[src/mnet_pkg.sv]
// mnet_pkg: types and constants shared by the note event transform
// no dependencies

package mnet_pkg;

   localparam int unsigned KindWidth = 2;
   localparam int unsigned ByteWidth = 8;
   localparam int unsigned RngWidth  = 32;
   localparam int unsigned CsrIndexWidth = 2;

   localparam logic [KindWidth-1:0] KIND_NOTE_ON  = 2'd0;
   localparam logic [KindWidth-1:0] KIND_NOTE_OFF = 2'd1;

   localparam logic [CsrIndexWidth-1:0] CSR_TRANSPOSE      = 2'd0;
   localparam logic [CsrIndexWidth-1:0] CSR_VELOCITY_SCALE = 2'd1;
   localparam logic [CsrIndexWidth-1:0] CSR_RANDOM_BIAS    = 2'd2;
   localparam logic [CsrIndexWidth-1:0] CSR_RNG_SEED       = 2'd3;

   localparam logic [RngWidth-1:0] LCG_MUL = 32'd1664525;
   localparam logic [RngWidth-1:0] LCG_ADD = 32'd1013904223;

   // floor(x / 100) = (x * 5243) >> 19 for x below 43690, larger x clamp to 127 anyway
   localparam logic [12:0] DIV100_MAGIC = 13'd5243;
   localparam int unsigned Div100Shift  = 19;
   // floor(x / 11) = (x * 0xBA2E8BA3) >> 35 for any 32-bit x
   localparam logic [31:0] DIV11_MAGIC  = 32'hBA2E8BA3;
   localparam int unsigned Div11Shift   = 35;

   localparam logic [6:0] PERCENT_FULL = 7'd100;
   localparam logic [7:0] DEFAULT_SCALE = 8'd100;
   localparam logic [6:0] NOTE_MAX = 7'd127;

   typedef struct packed {
      logic load_in;
      logic do_scale;
      logic do_div;
      logic step;
      logic do_mod;
      logic do_off;
      logic load_out;
   } mnet_cmd_type;

   typedef struct packed {
      logic rand_en;
      logic take;
   } mnet_sts_type;

endpackage

[src/mnet_if.sv]
// mnet_req_if, mnet_rsp_if: valid/ready channels of the note event transform
// depends on mnet_pkg

interface mnet_req_if import mnet_pkg::*; ();
   logic                 valid;
   logic                 ready;
   logic [KindWidth-1:0] event_kind;
   logic [ByteWidth-1:0] note_in;
   logic [ByteWidth-1:0] velocity_in;

   modport source (output valid, event_kind, note_in, velocity_in, input ready);
   modport sink   (input valid, event_kind, note_in, velocity_in, output ready);
endinterface

interface mnet_rsp_if import mnet_pkg::*; ();
   logic                 valid;
   logic                 ready;
   logic [ByteWidth-1:0] note_out;
   logic [ByteWidth-1:0] velocity_out;

   modport source (output valid, note_out, velocity_out, input ready);
   modport sink   (input valid, note_out, velocity_out, output ready);
endinterface

[src/mnet_ctrl.sv]
// mnet_ctrl: sequencer of the note event transform
// depends on mnet_pkg; drives mnet_dp through mnet_cmd_type

module mnet_ctrl import mnet_pkg::*; (
   input  logic         clock,
   input  logic         reset,
   input  logic         req_valid,
   output logic         req_ready,
   output logic         rsp_valid,
   input  logic         rsp_ready,
   output mnet_cmd_type cmd,
   input  mnet_sts_type sts
);

   typedef enum logic [2:0] {
      ST_IDLE,
      ST_SCALE,
      ST_DIV,
      ST_STEP2,
      ST_MOD,
      ST_OFF,
      ST_WRITE
   } state_type;

   state_type state_ff, state_in;
   logic      rsp_valid_ff, rsp_valid_in;
   logic      out_free;

   assign out_free  = !rsp_valid_ff || rsp_ready;
   assign req_ready = (state_ff == ST_IDLE);
   assign rsp_valid = rsp_valid_ff;

   always_comb begin
      state_in = state_ff;
      cmd      = '0;
      case (state_ff)
         ST_IDLE: begin
            if (req_valid) begin
               cmd.load_in = 1'b1;
               state_in    = ST_SCALE;
            end
         end
         ST_SCALE: begin
            cmd.do_scale = 1'b1;
            cmd.step     = sts.rand_en;
            state_in     = ST_DIV;
         end
         ST_DIV: begin
            cmd.do_div = 1'b1;
            state_in   = (sts.rand_en && sts.take) ? ST_STEP2 : ST_WRITE;
         end
         ST_STEP2: begin
            cmd.step = 1'b1;
            state_in = ST_MOD;
         end
         ST_MOD: begin
            cmd.do_mod = 1'b1;
            state_in   = ST_OFF;
         end
         ST_OFF: begin
            cmd.do_off = 1'b1;
            state_in   = ST_WRITE;
         end
         ST_WRITE: begin
            if (out_free) begin
               cmd.load_out = 1'b1;
               state_in     = ST_IDLE;
            end
         end
         default: begin
            state_in = ST_IDLE;
         end
      endcase
   end

   assign rsp_valid_in = cmd.load_out || (rsp_valid_ff && !rsp_ready);

   always_ff @(posedge clock) begin
      if (reset) begin
         state_ff     <= ST_IDLE;
         rsp_valid_ff <= 1'b0;
      end else begin
         state_ff     <= state_in;
         rsp_valid_ff <= rsp_valid_in;
      end
   end

endmodule

[src/mnet_dp.sv]
// mnet_dp: registers, generator and arithmetic of the note event transform
// depends on mnet_pkg; controlled by mnet_ctrl

module mnet_dp import mnet_pkg::*; (
   input  logic                     clock,
   input  logic                     reset,
   input  logic                     csr_we,
   input  logic [CsrIndexWidth-1:0] csr_index,
   input  logic [RngWidth-1:0]      csr_wdata,
   input  logic [KindWidth-1:0]     event_kind,
   input  logic [ByteWidth-1:0]     note_in,
   input  logic [ByteWidth-1:0]     velocity_in,
   output logic [ByteWidth-1:0]     note_out,
   output logic [ByteWidth-1:0]     velocity_out,
   input  mnet_cmd_type             cmd,
   output mnet_sts_type             sts
);

   logic signed [7:0] transpose_ff;
   logic [7:0]        scale_ff;
   logic [7:0]        bias_ff;
   logic [31:0]       rng_ff;

   logic [1:0]  kind_ff;
   logic [7:0]  note_ff, note_in_w;
   logic [7:0]  vel_ff;
   logic [15:0] prod_ff;
   logic [28:0] quot_ff;
   logic [7:0]  note_out_ff;
   logic [7:0]  vel_out_ff;

   logic [31:0]       lcg_next;
   logic signed [9:0] trans_sum;
   logic [6:0]        trans_clamped;
   logic [28:0]       div100_prod;
   logic [9:0]        vel_quot;
   logic [7:0]        vel_clamped;
   logic [37:0]       r_scaled;
   logic [38:0]       bias_scaled;
   logic [63:0]       div11_prod;
   logic [3:0]        rem11;
   logic signed [8:0] off_sum;
   logic [6:0]        off_clamped;
   logic              is_note;

   assign lcg_next = 32'(rng_ff * LCG_MUL + LCG_ADD);

   assign is_note = (kind_ff == KIND_NOTE_ON) || (kind_ff == KIND_NOTE_OFF);

   assign trans_sum = $signed({2'b00, note_ff}) + 10'(transpose_ff);
   always_comb begin
      if (trans_sum < 0) begin
         trans_clamped = '0;
      end else if (trans_sum > $signed({3'b000, NOTE_MAX})) begin
         trans_clamped = NOTE_MAX;
      end else begin
         trans_clamped = trans_sum[6:0];
      end
   end

   assign div100_prod = prod_ff * DIV100_MAGIC;
   assign vel_quot    = div100_prod[Div100Shift +: 10];
   always_comb begin
      if (vel_quot == '0) begin
         vel_clamped = 8'd1;
      end else if (vel_quot > {3'b000, NOTE_MAX}) begin
         vel_clamped = {1'b0, NOTE_MAX};
      end else begin
         vel_clamped = vel_quot[7:0];
      end
   end

   assign r_scaled    = rng_ff[31:1] * PERCENT_FULL;
   assign bias_scaled = {bias_ff, 31'd0};

   assign div11_prod = rng_ff * DIV11_MAGIC;
   assign rem11      = 4'(rng_ff[3:0] - 4'(quot_ff[3:0] * 4'd11));
   assign off_sum    = $signed({2'b00, note_ff[6:0]}) + $signed({5'b00000, rem11})
                       - 9'sd5;
   always_comb begin
      if (off_sum < 0) begin
         off_clamped = '0;
      end else if (off_sum > $signed({2'b00, NOTE_MAX})) begin
         off_clamped = NOTE_MAX;
      end else begin
         off_clamped = off_sum[6:0];
      end
   end

   assign sts.rand_en = (kind_ff == KIND_NOTE_ON) && (bias_ff != '0);
   assign sts.take    = ({1'b0, r_scaled} < bias_scaled);

   assign note_in_w = is_note ? {1'b0, trans_clamped} : note_ff;

   // configuration and generator state
   always_ff @(posedge clock) begin
      if (reset) begin
         transpose_ff <= '0;
         scale_ff     <= DEFAULT_SCALE;
         bias_ff      <= '0;
         rng_ff       <= 32'd1;
      end else begin
         if (csr_we) begin
            case (csr_index)
               CSR_TRANSPOSE:      transpose_ff <= $signed(csr_wdata[7:0]);
               CSR_VELOCITY_SCALE: scale_ff     <= csr_wdata[7:0];
               CSR_RANDOM_BIAS:    bias_ff      <= csr_wdata[7:0];
               CSR_RNG_SEED:       rng_ff       <= csr_wdata;
               default: begin
               end
            endcase
         end
         if (cmd.step) begin
            rng_ff <= lcg_next;
         end
      end
   end

   // item payload
   always_ff @(posedge clock) begin
      if (cmd.load_in) begin
         kind_ff <= event_kind;
         note_ff <= note_in;
         vel_ff  <= velocity_in;
      end
      if (cmd.do_scale) begin
         note_ff <= note_in_w;
         prod_ff <= vel_ff * scale_ff;
      end
      if (cmd.do_div && (kind_ff == KIND_NOTE_ON)) begin
         vel_ff <= vel_clamped;
      end
      if (cmd.do_mod) begin
         quot_ff <= div11_prod[Div11Shift +: 29];
      end
      if (cmd.do_off) begin
         note_ff <= {1'b0, off_clamped};
      end
      if (cmd.load_out) begin
         note_out_ff <= note_ff;
         vel_out_ff  <= vel_ff;
      end
   end

   assign note_out     = note_out_ff;
   assign velocity_out = vel_out_ff;

endmodule

[src/midi_note_event_transform.sv]
// midi_note_event_transform: top level, transposes, scales and randomises note events
// depends on mnet_pkg, mnet_if, mnet_ctrl, mnet_dp
//
//   channel | role        | transaction
//   req     | event in    | event_kind, note_in, velocity_in
//   rsp     | event out   | note_out, velocity_out
//   csr     | write only  | csr_we, csr_index, csr_wdata
//
// an item runs through the scale, divide and write states, and through the step, mod and
// offset states when a random offset is taken (second generator step, multiply for mod 11,
// offset clamp); the sequencer takes one item at a time and req ready is high only in idle;
// the output register holds a result while the next item is processed
// a stalled rsp holds the sequencer in its write state until the output register frees
// synchronous reset: transpose 0, velocity scale 100, bias 0, generator state 1

module midi_note_event_transform import mnet_pkg::*; (
   input  logic                     clock,
   input  logic                     reset,
   mnet_req_if.sink                 req_if,
   mnet_rsp_if.source               rsp_if,
   input  logic                     csr_we,
   input  logic [CsrIndexWidth-1:0] csr_index,
   input  logic [RngWidth-1:0]      csr_wdata
);

   mnet_cmd_type cmd;
   mnet_sts_type sts;

   mnet_ctrl u_ctrl (
      .clock     (clock),
      .reset     (reset),
      .req_valid (req_if.valid),
      .req_ready (req_if.ready),
      .rsp_valid (rsp_if.valid),
      .rsp_ready (rsp_if.ready),
      .cmd       (cmd),
      .sts       (sts)
   );

   mnet_dp u_dp (
      .clock        (clock),
      .reset        (reset),
      .csr_we       (csr_we),
      .csr_index    (csr_index),
      .csr_wdata    (csr_wdata),
      .event_kind   (req_if.event_kind),
      .note_in      (req_if.note_in),
      .velocity_in  (req_if.velocity_in),
      .note_out     (rsp_if.note_out),
      .velocity_out (rsp_if.velocity_out),
      .cmd          (cmd),
      .sts          (sts)
   );

endmodule

[src/flat_wrapper.sv]
// flat-port wrapper written by rule: the top's interface ports become plain ports
module midi_note_event_transform_flat import mnet_pkg::*;
  (clock, reset, csr_we, csr_index, csr_wdata, req_if_valid, req_if_event_kind, req_if_note_in, req_if_velocity_in, req_if_ready, rsp_if_valid, rsp_if_note_out, rsp_if_velocity_out, rsp_if_ready);
  mnet_req_if req_if_i ();
  mnet_rsp_if rsp_if_i ();
  input  logic clock;
  input  logic reset;
  input  logic csr_we;
  input  logic [CsrIndexWidth-1:0] csr_index;
  input  logic [RngWidth-1:0] csr_wdata;
  input wire logic [$bits(req_if_i.valid)-1:0] req_if_valid;
  input wire logic [$bits(req_if_i.event_kind)-1:0] req_if_event_kind;
  input wire logic [$bits(req_if_i.note_in)-1:0] req_if_note_in;
  input wire logic [$bits(req_if_i.velocity_in)-1:0] req_if_velocity_in;
  output wire logic [$bits(req_if_i.ready)-1:0] req_if_ready;
  output wire logic [$bits(rsp_if_i.valid)-1:0] rsp_if_valid;
  output wire logic [$bits(rsp_if_i.note_out)-1:0] rsp_if_note_out;
  output wire logic [$bits(rsp_if_i.velocity_out)-1:0] rsp_if_velocity_out;
  input wire logic [$bits(rsp_if_i.ready)-1:0] rsp_if_ready;
  assign req_if_i.valid = req_if_valid;
  assign req_if_i.event_kind = req_if_event_kind;
  assign req_if_i.note_in = req_if_note_in;
  assign req_if_i.velocity_in = req_if_velocity_in;
  assign req_if_ready = req_if_i.ready;
  assign rsp_if_valid = rsp_if_i.valid;
  assign rsp_if_note_out = rsp_if_i.note_out;
  assign rsp_if_velocity_out = rsp_if_i.velocity_out;
  assign rsp_if_i.ready = rsp_if_ready;
  midi_note_event_transform u_core (.clock(clock), .reset(reset), .req_if(req_if_i), .rsp_if(rsp_if_i), .csr_we(csr_we), .csr_index(csr_index), .csr_wdata(csr_wdata));
endmodule
[config.mk]
export PLATFORM = sky130hd
export DESIGN_NAME = midi_note_event_transform_flat
export DESIGN_NICKNAME = d
export VERILOG_FILES = /design/src/mnet_pkg.sv /design/src/mnet_if.sv /design/src/mnet_ctrl.sv /design/src/mnet_dp.sv /design/src/midi_note_event_transform.sv /design/src/flat_wrapper.sv
export SDC_FILE = /design/constraint.sdc
export NUM_CORES = 2
export LEC_CHECK = 0
export ABC_AREA = 1
export BUFFER_PORTS_ARGS = -buffer_cell sky130_fd_sc_hd__buf_2
export CAP_MARGIN = 10
export CORE_MARGIN = 2
export CORE_UTILIZATION = 40
export CTS_BUF_LIST = sky130_fd_sc_hd__clkbuf_16
export CTS_CLUSTER_DIAMETER = 80
export DETAILED_ROUTE_END_ITERATION = 8
export HOLD_SLACK_MARGIN = 0.02
export SLEW_MARGIN = 20
export SYNTH_ARGS = -nofsm -noshare
export SYNTH_HDL_FRONTEND = slang
export SYNTH_HIERARCHICAL = 1
export SYNTH_SLANG_ARGS = --single-unit
[constraint.sdc]
create_clock -name clock -period 6.75 [get_ports clock]
set_input_delay 1.0125 -clock clock [delete_from_list [all_inputs] [get_ports clock]]
set_output_delay 1.0125 -clock clock [all_outputs]
set_load 0.02 [all_outputs]
Word level (Yosys, flattened, before mapping)
Index checks and enable logic that the tools add are counted.
W data, S select, Z words.
{"block": "totals", "regBits": 114, "in_bits": 57}
{"block": "classes", "add_sub_neg": 5, "mul": 6, "magnitude_cmp": 6, "n_eq_ne": 14, "muxes": 28, "n_reduce_logical": 26}
{"operator": "$mux W32", "n": 3}
{"operator": "$mux W8", "n": 7}
{"operator": "$lt A38 B39 Y1", "n": 1}
{"operator": "$mul A32 B32 Y39 const B", "n": 1}
{"operator": "$mul A31 B5 Y36 const B", "n": 1}
{"operator": "$mux W7", "n": 5}
{"operator": "$add A32 B30 Y32 const B", "n": 1}
{"operator": "$mul A32 B21 Y32 const B", "n": 1}
{"operator": "$mul A16 B13 Y29 const B", "n": 1}
{"operator": "$pmux W3 S7", "n": 1}
{"operator": "$mul A8 B8 Y16", "n": 1}
{"operator": "$reduce_and A2 Y1", "n": 7}
{"operator": "$add A9 B8 Y10", "n": 1}
{"operator": "$gt A10 B7 Y1 const B", "n": 1}
{"operator": "$gt A10 B8 Y1 const B", "n": 1}
{"operator": "$logic_not A10 Y1", "n": 1}
{"operator": "$lt A10 B1 Y1 const B", "n": 1}
{"operator": "$eq A3 B3 Y1 const B", "n": 3}
{"operator": "$gt A9 B8 Y1 const B", "n": 1}
{"operator": "$lt A9 B1 Y1 const B", "n": 1}
{"operator": "$mux W3", "n": 3}
{"operator": "$sub A8 B3 Y9 const B", "n": 1}
{"operator": "$add A7 B4 Y8", "n": 1}
{"operator": "$mux W1", "n": 8}
{"operator": "other kinds (17)", "n": 32}

Depth between registers and ports, before layout
{"block": "depth", "depth_word": 8, "mapped_depth": 32, "depth_no_buf": 32}

Cells and area by module
Netlist, hierarchy kept.
{"mod": "mnet_dp", "instances": 1, "cells_per_inst": 3787, "area_each_um2": 32185.9}
{"mod": "mnet_ctrl", "instances": 1, "cells_per_inst": 43, "area_each_um2": 267.8}

Worst setup path before layout
Ideal clock, no wire load.
{"block": "synth_path", "path_kind": "register -> register", "startpoint": "register u_core.u_dp.rng_ff[9]", "endpoint": "register u_core.u_dp.quot_ff[3], data pin", "setup_time_ps": 252, "t_arrival_ps": 5869, "required_ps": 6498, "path_slack_ps": 629, "stages_incl_launch_ff": 24, "path_buffers": 0, "synth_period_minus_slack_ps": 6121, "cell_sequence": "dfxtp_1 -> ha_1 -> fa_1 -> fa_1 -> fa_1 -> fa_1 -> inv_1 -> fa_1 -> inv_1 -> fa_1 -> inv_1 -> fa_1 -> inv_1 -> ha_1 -> nand2_1 -> nor3_1 -> inv_1 -> nor2_1 -> o21ai_0 -> nand2_1 -> nand2_1 -> nand3_1 -> nand3b_1 -> nand2_1"}
{"block": "synth_via", "elab_chain_cells": 1}
{"element": "start, declared", "line": "mnet_dp.sv:22", "rtl": "logic [31:0] rng_ff;"}
{"element": "start signal, assigned", "line": "mnet_dp.sv:108", "rtl": "CSR_RNG_SEED: rng_ff <= csr_wdata;"}
{"element": "start signal, assigned", "line": "mnet_dp.sv:114", "rtl": "rng_ff <= lcg_next;"}
{"element": "$mul A32 B32 Y39", "line": "mnet_dp.sv:76", "rtl": "assign div11_prod = rng_ff * DIV11_MAGIC;"}
{"element": "net u_core.u_dp.div11_prod[38]", "line": "mnet_dp.sv:40", "rtl": "logic [63:0] div11_prod;"}
{"element": "end signal, assigned", "line": "mnet_dp.sv:134", "rtl": "quot_ff <= div11_prod[Div11Shift +: 29];"}
{"element": "end, declared", "line": "mnet_dp.sv:28", "rtl": "logic [28:0] quot_ff;"}
The timed path passes the listed nets, and every way through them passes these cells.
A chain may end at the register's enable or synchronous reset.

Final worst setup path
{"block": "layout_path", "startpoint": "register u_core.u_dp.rng_ff[16]", "endpoint": "register u_core.u_dp.quot_ff[3], data pin"}
The elaborated chain is that of the path after synthesis.

==> impl_metrics.tcl <==
set metrics [dict create \
    crit_chain "ha_1 > ha_1 > inv_1 > fa_1 > fa_1 > fa_1 > inv_1 > fa_1 > fa_1 > inv_1 > fa_1 > inv_1 > ha_1 > nand2_1 > nor2_1 > nand4_1 > nor3_1 > nand4_1 > nand3_1 > nand3b_1 > nand2_1" \
    cpMaxStageDelayCell "dfxtp_1" \
    most-common-layout-cells "inv_1, nand2_1, ha_1" \
    clk_latency_ns 0.48 \
    finalNetCount 5157 \
    cts.sinks 114 \
    worst_slew_pin_slew_ns 1.07 \
    clock-skew-final_ns 0.0202 \
    dr.pass1.iters 7 \
    cap_violations 0 \
    grt_remaining_overflow 0 \
    vias_per_cell 4.97 \
    arrival_ns 6.64 \
    synth-edff-count 53 \
    ios 75 \
    grt_pass1_wl_microns 153000 \
    syn_area_sq_um 32500 \
    hold_viol 0 \
    fp.coreArea_sq_um 80400 \
    cts_root_buffer "clkbuf_16" \
    synth_top_area_frac 0.337 \
    rsz0062_at_grt "false" \
    maxSlewViolCount 0 \
    crit_fanout 14 \
    min_period_over_period 0.947 \
    final_common_cell "inv_1" \
    finalSetupViolCount 0 \
    grt_pass1_vias 26200 \
    start_util 0.404 \
    numCtsBuffers 17 \
    die_h_microns 289 \
    synth_flop_cell "dfxtp_1" \
    period_minus_slack_ns 6.39 \
    crit_start "u_core/u_dp/rng_ff[16]$_SDFFE_PP0P_" \
    fmax_mhz 156 \
    cp_slowest_stage_delay_ns 0.75 \
    crit_top_cell "fa_1" \
    antenna_found_initial 1 \
    synth.distinct_cells 56 \
    vias 25000 \
    rows 104 \
    place.gp.congestion 0.989 \
    endpoint_kind "flip-flop" \
    ys_ff_latch 114 \
    avgSynthCellArea_sq_um 8.47 \
    crit_required_ns 7.00 \
    syn-num-nets 5029 \
    synthTopCellsByArea "fa_1, ha_1, inv_1, nand2_1, edfxtp_1" \
    cts_tree "yes" \
    drc_errors 0 \
    status "completed" \
    wl_microns 99000 \
    hold_class "flip-flop to flip-flop" \
    yosys.area.top_type "fa_1" \
    yosysWarnings 6 \
    htreeDepth 4 \
    grt_max_degree 38 \
    ys_seq_area_frac 0.0867 \
    start_kind "flip-flop" \
    drive_gt1_frac 0.0572 \
    clkTransAtPathRegs_ns 0.07 \
    maxSlewHeadroom 0.283 \
    cts_setup_buffers 0 \
    hp-start "u_core/u_dp/note_ff[7]$_SDFFE_PP0P_" \
    portBuffers 74 \
    critPathKind "flip-flop to flip-flop" \
    setup_tns_ns 0 \
    wl_per_cell_microns 19.7 \
    clock_path_buffers 2 \
    postSynthCellCount 3830 \
    fill_cells 8090 \
    ant_nets 0 \
    die-area_sq_um 83400 \
    drt_iter0_markers 1666 \
    grt_usage 0.247 \
    async_reset_ff_frac 0 \
    timing.rr.start "u_core/u_dp/rng_ff[16]$_SDFFE_PP0P_" \
    hpwlAfterDp_microns 88300 \
    die_w_microns 289 \
    holdWs_ns 0.504 \
    syn2layout_area_growth_pct 8.21 \
]
-- state kept, by name, summed over array words and instances (netlist names) --
register and flops:
u_core/u_dp/bias_ff 8, u_core/u_ctrl/rsp_valid 1, u_core/u_dp/velocity_out 8, u_core/u_ctrl/state_ff 3
u_core/u_dp/rng_ff 32, u_core/u_dp/transpose_ff 8, u_core/u_dp/kind_ff 2, u_core/u_dp/note_out 8
u_core/u_dp/quot_ff 4, u_core/u_dp/vel_ff 8, u_core/u_dp/prod_ff 16, u_core/u_dp/note_ff 8
u_core/u_dp/scale_ff 8
-- area by class of cell --
class                      instances  area (sq um)  share of cell area
clock buffer                      17           425              0.0121
sequential                       114          2820              0.0802
timing repair buffer             144           908              0.0259
clock inverter                    15           128             0.00363
antenna                            1          2.50           0.0000713
multi-input combinational       2587         25400               0.723
tap                             1060          1330              0.0378
inverter                        1094          4110               0.117
-- worst max-delay path: cells and delay by family (launching register included) --
family,cells,cell delay (ns)
buffers and inverters,4,0.20
adders and majority gates,9,4.16
DFF,1,0.75
and+or+nand+nor,8,1.05
-- what timing repair did --
action                                  CTS  global route
resized for setup                         0             3
hold buffers                              0             0
endpoints found under the setup margin    0             2
-- synthesized netlist by cell type (11+ instances only) --
| cell type | count |
|---|---|
| xor2_1 | 48 |
| o21bai_1 | 13 |
| clkbuf_1 | 20 |
| edfxtp_1 | 53 |
| nor2_1 | 170 |
| buf_1 | 11 |
| nand3_1 | 100 |
| fa_1 | 547 |
| nand2_1 | 621 |
| xnor2_1 | 41 |
| o21ai_0 | 94 |
| o211ai_1 | 16 |
| nor3_1 | 20 |
| ha_1 | 595 |
| dfxtp_1 | 61 |
| inv_1 | 1088 |
| a21oi_1 | 172 |
| nand4_1 | 35 |
-- metal layers --
metal | GRT usage | part of all wire | vias up
li1 | - | - | 12000
met1 | 0.322 | 0.42 | 12200
met2 | 0.410 | 0.47 | 654
met3 | 0.0402 | 0.059 | 157
met4 | 0.101 | 0.046 | 2
met5 | 0 | 0.00013 | -
-- worst paths after layout --
check	depth (start not counted)	slack, ns	end
setup / recovery	21	0.36	u_core/u_dp/quot_ff[3]$_DFFE_PP_
hold / removal	0	0.50	u_core/u_dp/note_out[7]$_DFFE_PP_
setup reg to reg	21	0.36	u_core/u_dp/quot_ff[3]$_DFFE_PP_
hold reg to reg	0	0.50	u_core/u_dp/note_out[7]$_DFFE_PP_
-- metrics by stage --
step | area, sq um | util | cells | setup WS (ns)
2_1_floorplan | 32500 | - | 3830 | 0.629
5_1_grt | 35100 | 0.437 | 5031 | 0.0604
3_5_place_dp | 34600 | 0.430 | 4999 | 0.312
3_3_place_gp | 34600 | 0.430 | 4999 | 0.311
6_report | 35100 | 0.437 | 5032 | 0.359
4_1_cts | 35100 | 0.437 | 5031 | 0.298
-- logic make-up (layout without fill, tap and decap cells) --
| family | after synthesis | after routing | synth area share |
|---|---|---|---|
| adders and majority gates | 1142 | 1142 | 0.567 |
| buffers and inverters | 1129 | 1270 | 0.131 |
| and+or+nand+nor | 1002 | 1002 | 0.129 |
| AOI/OAI and AO/OA | 354 | 354 | 0.0623 |
| DFF | 114 | 114 | 0.0867 |
| xor gates and xnor gates | 89 | 89 | 0.0240 |
| other | 0 | 1 | 0 |
Power is not shown: default switching activity piles up to over one toggle a cycle in this logic, so the estimate is an artifact.
